===== src/hw/rtl/ismd_ram.sv =====
module ismd_ram #(
    parameter int WIDTH = 8,
    parameter int DEPTH = 16
) (
    input  logic                                       i_clk,
    input  logic                                       i_we,
    input  logic [((DEPTH > 1) ? $clog2(DEPTH) : 1)-1:0] i_waddr,
    input  logic [WIDTH-1:0]                           i_wdata,
    input  logic [((DEPTH > 1) ? $clog2(DEPTH) : 1)-1:0] i_raddr,
    output logic [WIDTH-1:0]                           o_rdata
);

    logic [WIDTH-1:0] r_mem [DEPTH];

    always_ff @(posedge i_clk) begin
        if (i_we) begin
            r_mem[i_waddr] <= i_wdata;
        end
        o_rdata <= r_mem[i_raddr];
    end

endmodule


===== config.mk =====
export PLATFORM = sky130hd
export DESIGN_NAME = ismd_ram
export DESIGN_NICKNAME = d
export VERILOG_FILES = /design/src/hw/rtl/ismd_ram.sv
export SDC_FILE = /design/constraint.sdc
export NUM_CORES = 1
export LEC_CHECK = 0
export BUFFER_PORTS_ARGS = -buffer_cell sky130_fd_sc_hd__buf_2
export CAP_MARGIN = 25
export CORE_MARGIN = 3
export CORE_UTILIZATION = 54
export CTS_CLUSTER_SIZE = 30
export DETAILED_ROUTE_END_ITERATION = 12
export PLACE_DENSITY = 0.81
export SKIP_CTS_REPAIR_TIMING = 1
export SLEW_MARGIN = 20
export SYNTH_ARGS = -nofsm -noshare
export SYNTH_HDL_FRONTEND = slang
export SYNTH_SLANG_ARGS = --single-unit
export TNS_END_PERCENT = 20

===== constraint.sdc =====
create_clock -name i_clk -period 2 [get_ports i_clk]
set_input_delay 0.4 -clock i_clk [delete_from_list [all_inputs] [get_ports i_clk]]
set_output_delay 0.4 -clock i_clk [all_outputs]
set_load 0.05 [all_outputs]

# Word-level counts from Yosys, hierarchy flattened
# Memory sizes are Yosys's and may differ from the RTL's. A register that Yosys moved wholly into a read port is not among the register bits.
# Cells that the tools add are included.
dict set report classes {
  mux 2
}
# operator count
set op_table {}
lappend op_table {{1-bit 2-to-1 mux} 2}
dict set report word_totals {
  ram_bits 128
  regBits 0
  mem_count 1
  output_inout_bits 8
  in_bits 18
  wordCells 3
}
# name words width rd rd_ports_with_merged_regs wr line
set memory_table {}
lappend memory_table {r_mem 16 8 1 1 1 13} ;# logic [WIDTH-1:0] r_mem [DEPTH];

# Longest topological paths before layout
dict set report depth {
  depth_word 2
  depth_mapped 5
  mapped_depth_nobuf 3
}

# Worst setup path before layout
# OpenSTA, ideal clock, no wires.
dict set report synth_path {
  path_kind {input port to flip-flop}
  from {input i_waddr[2] (netlist name)}
  to {memory r_mem[0][0] (enable)}
  required_time_ns 1.617
  setup_time_ns 0.383
  t_arrival_ns 1.510
  slack_ns 0.107
  cell_stages 2
  n_path_buf 0
  path_cell_list {or3b_2 nor3_1}
}
# item line
set synth_rtl {}
lappend synth_rtl {{start, declared} 7} ;# input logic [((DEPTH > 1) ? $clog2(DEPTH) : 1)-1:0] i_waddr,
lappend synth_rtl {{end, declared} 13}
# No word-level cell before the write port.

# Worst setup path after layout
dict set report layout_path {
  from {register o_rdata[1], read port of r_mem}
  to {output o_rdata[1]}
}
# item line
set layout_rtl {}
lappend layout_rtl {{start, declared} 10} ;# output logic [WIDTH-1:0] o_rdata
# No word-level cell between the ends.

==> metrics.csv <==
metric;value;unit
crit_path_max_delay_family;flip-flops;
p_total;6.36;mW
slew_viol_final;0;
criticalPathCategory;register to primary output;
synth_top_area_cell;edfxtp_1;
pwr-share-clk;0.439;
power.density_cell_area;1050;mW/mm^2
tns;0;ns
grt.overflow.total;0;
maximum_fanout_along_the_worst_path;1;
chipHeight;104;um
fp.dieArea;0.0107;mm^2
global_route_wire_length_before_repair;15300;um
crit_chain;buf_2;
grt_usage;0.195;
maxClockFrequency;661;MHz
pwr-share-seq;0.504;
net-switching-power;1.35;mW
cts_tree;done;
setup-violations-final;0;
finalCoreUtilization;0.677;
run_status;completed;
wl_per_cell;23.0;um
timing.critical_path.to_type;primary output;
postLayoutCellArea;0.00607;mm^2
antenna_cells;0;
synthCells;229;
numPortBuffers;25;
synth.lib_cells_used.distinct;19;
worst_setup_path_start_kind;register;
design.portCount;26;
detail_route.vias_per_cell;5.99;
final.period_utilization;0.756;
initialDrtViolationCount;237;
synth.ff_latch_count;136;
synth_fp_nets;247;
grt_antenna_before_repair;0;
drt_first_pass_iters;4;
fin_skew;0.00917;ns
nNetsFinal;302;
yosysWarnings;0;
headroom_to_the_max_slew_limit;0.728;
unrepaired_setup_endpoints_after_global_routing;false;
fp.dieW;104;um
yosys-top-cells-area;edfxtp_1 75%, mux4_2 7.9%, mux4_1 7.1%, dfxtp_1 3.1%, a22oi_1 2.3%;
area_grow_syn2layout;18.0;%
synth_top_area_share;0.747;
synth_sequential_area_ratio;0.778;
slowest_delay;0.33;ns
detail_route.drc_violations;0;
power_report.internal_total;5.01;mW
vias;2533;
dpl.cell_count;391;
vdd.ir_drop.worst;0.616;mV
dp_hpwl;5940;um
cts_buffers;17;
cts-root-buf;clkbuf_8;
finalHoldViolCount;0;
post_synth_instance_area;0.00515;mm^2
combPwrFrac;0.057;
critical_path_arrival;1.11;ns
layout_cells_excl_fill;423;
clock_path_buffers;2;
layout-drive-gt1-share;0.327;
holdCritPathClass;primary input to register;
crit_slowest_cell;dfxtp_1;
detail_route.wirelength;9730;um
required;1.60;ns
row_count;34;
switching_part_of_the_total;0.212;
p_leak;2.08;nW
drv.max_cap_violation_count;0;
floorplan.initialDensity;0.573;
clkSlewWorstSetupHoldPaths;0.06;ns
largest_net_degree_at_the_start_of_global_routing;33;
cts_num_sinks;136;
insertion_delay;0.52;ns
placement.cell_area;0.00553;mm^2
globalplace.congestion;0.735;
timing.final.crit_period;1.51;ns
ant_nets;0;
timing.critical_path.buf_inv;1;
vias_in_the_first_global_route;2647;
worstMarginPinSlew;0.407;ns
cts_htree_levels;4;
avgSynthCellArea;22.5;um^2
area_of_the_core;0.00898;mm^2
## cell usage after synthesis
library cell,count
dfxtp_1,8
buf_4,1
mux4_1,14
clkdlybuf4s25_2,3
a22oi_1,16
nor3_1,4
mux4_2,18
nand2_1,9
buf_6,3
nand3_1,1
nand2b_1,2
or3b_2,1
nor2_1,13
and2_1,1
nor2b_1,1
and2b_1,1
nand3b_1,2
buf_2,3
edfxtp_1,128
## power by group through the flow
stage / clock [mW] / sequential (mW) / combinational (mW)
6_report: 2.80 / 3.20 / 0.362
5_1_grt: 2.99 / 3.21 / 0.388
4_1_cts: 2.84 / 3.21 / 0.365
3_5_place_dp: 0 / 3.26 / 0.360
3_3_place_gp: 0 / 3.26 / 0.348
2_1_floorplan: 0 / 3.33 / 0.162
## path summary, 6_finish.rpt
check | from | end | slack, ns | cells after the start
max | o_rdata[1] | o_rdata[1] | 0.49 | 1
min | i_wdata[1] | r_mem[9][1] | 0.26 | 1
max reg2reg | r_mem[1][3] | o_rdata[3] | 0.54 | 3
min reg2reg | r_mem[13][3] | o_rdata[3] | 0.67 | 3
## sequential cells by signal, summed over array words and instances (netlist names)
register  cells
r_mem       128
o_rdata       8
## cell families (layout without fill, tap and decap cells)
logic type	Yosys count	after routing	share of synthesized area
AND/OR/NAND/NOR	35	35	0.0318
multiplexers	32	32	0.150
flip-flops	136	136	0.778
AO/OA/AOI/OAI	16	16	0.0233
buffers and inverters	10	78	0.0168
## layout make-up
type / instances / area [um^2]
well taps: 126 / 158
fillers: 546 / 2900
clock buffers: 19 / 442
flip-flops and latches: 136 / 4000
multi-input cells: 83 / 1060
clock inverters: 13 / 105
repair buffers: 46 / 308
## per-layer routing
metal	share of wire	global-route usage	routed length [um]
met2	0.50	0.301	4870
met5	0	0	0
met4	0.014	0.0750	138
met3	0.074	0.0603	720
met1	0.41	0.263	4000
## stage by stage
stage	hold slack (ns)	worst slack, ns
floorplan	0.499	0.107
global placement	0.649	0.191
detailed placement	0.655	0.174
CTS	0.241	0.449
global route	0.262	0.436
finish	0.265	0.488
## layout by cell type, fill, tap and decap left out
master	instances
clkinv_2	7
dfxtp_1	8
mux4_1	14
and2b_1	1
nand3_1	1
buf_4	19
nor2b_1	1
a22oi_1	16
bufinv_16	1
nor2_1	13
clkinvlp_4	3
or3b_2	1
clkbuf_16	16
nand2b_1	2
buf_2	25
and2_1	1
nor3_1	4
nand2_1	9
nand3b_1	2
clkinv_4	2
buf_12	2
clkbuf_8	3
edfxtp_1	128
mux4_2	18
No activity file was read; power rests on OpenSTA's default activity.
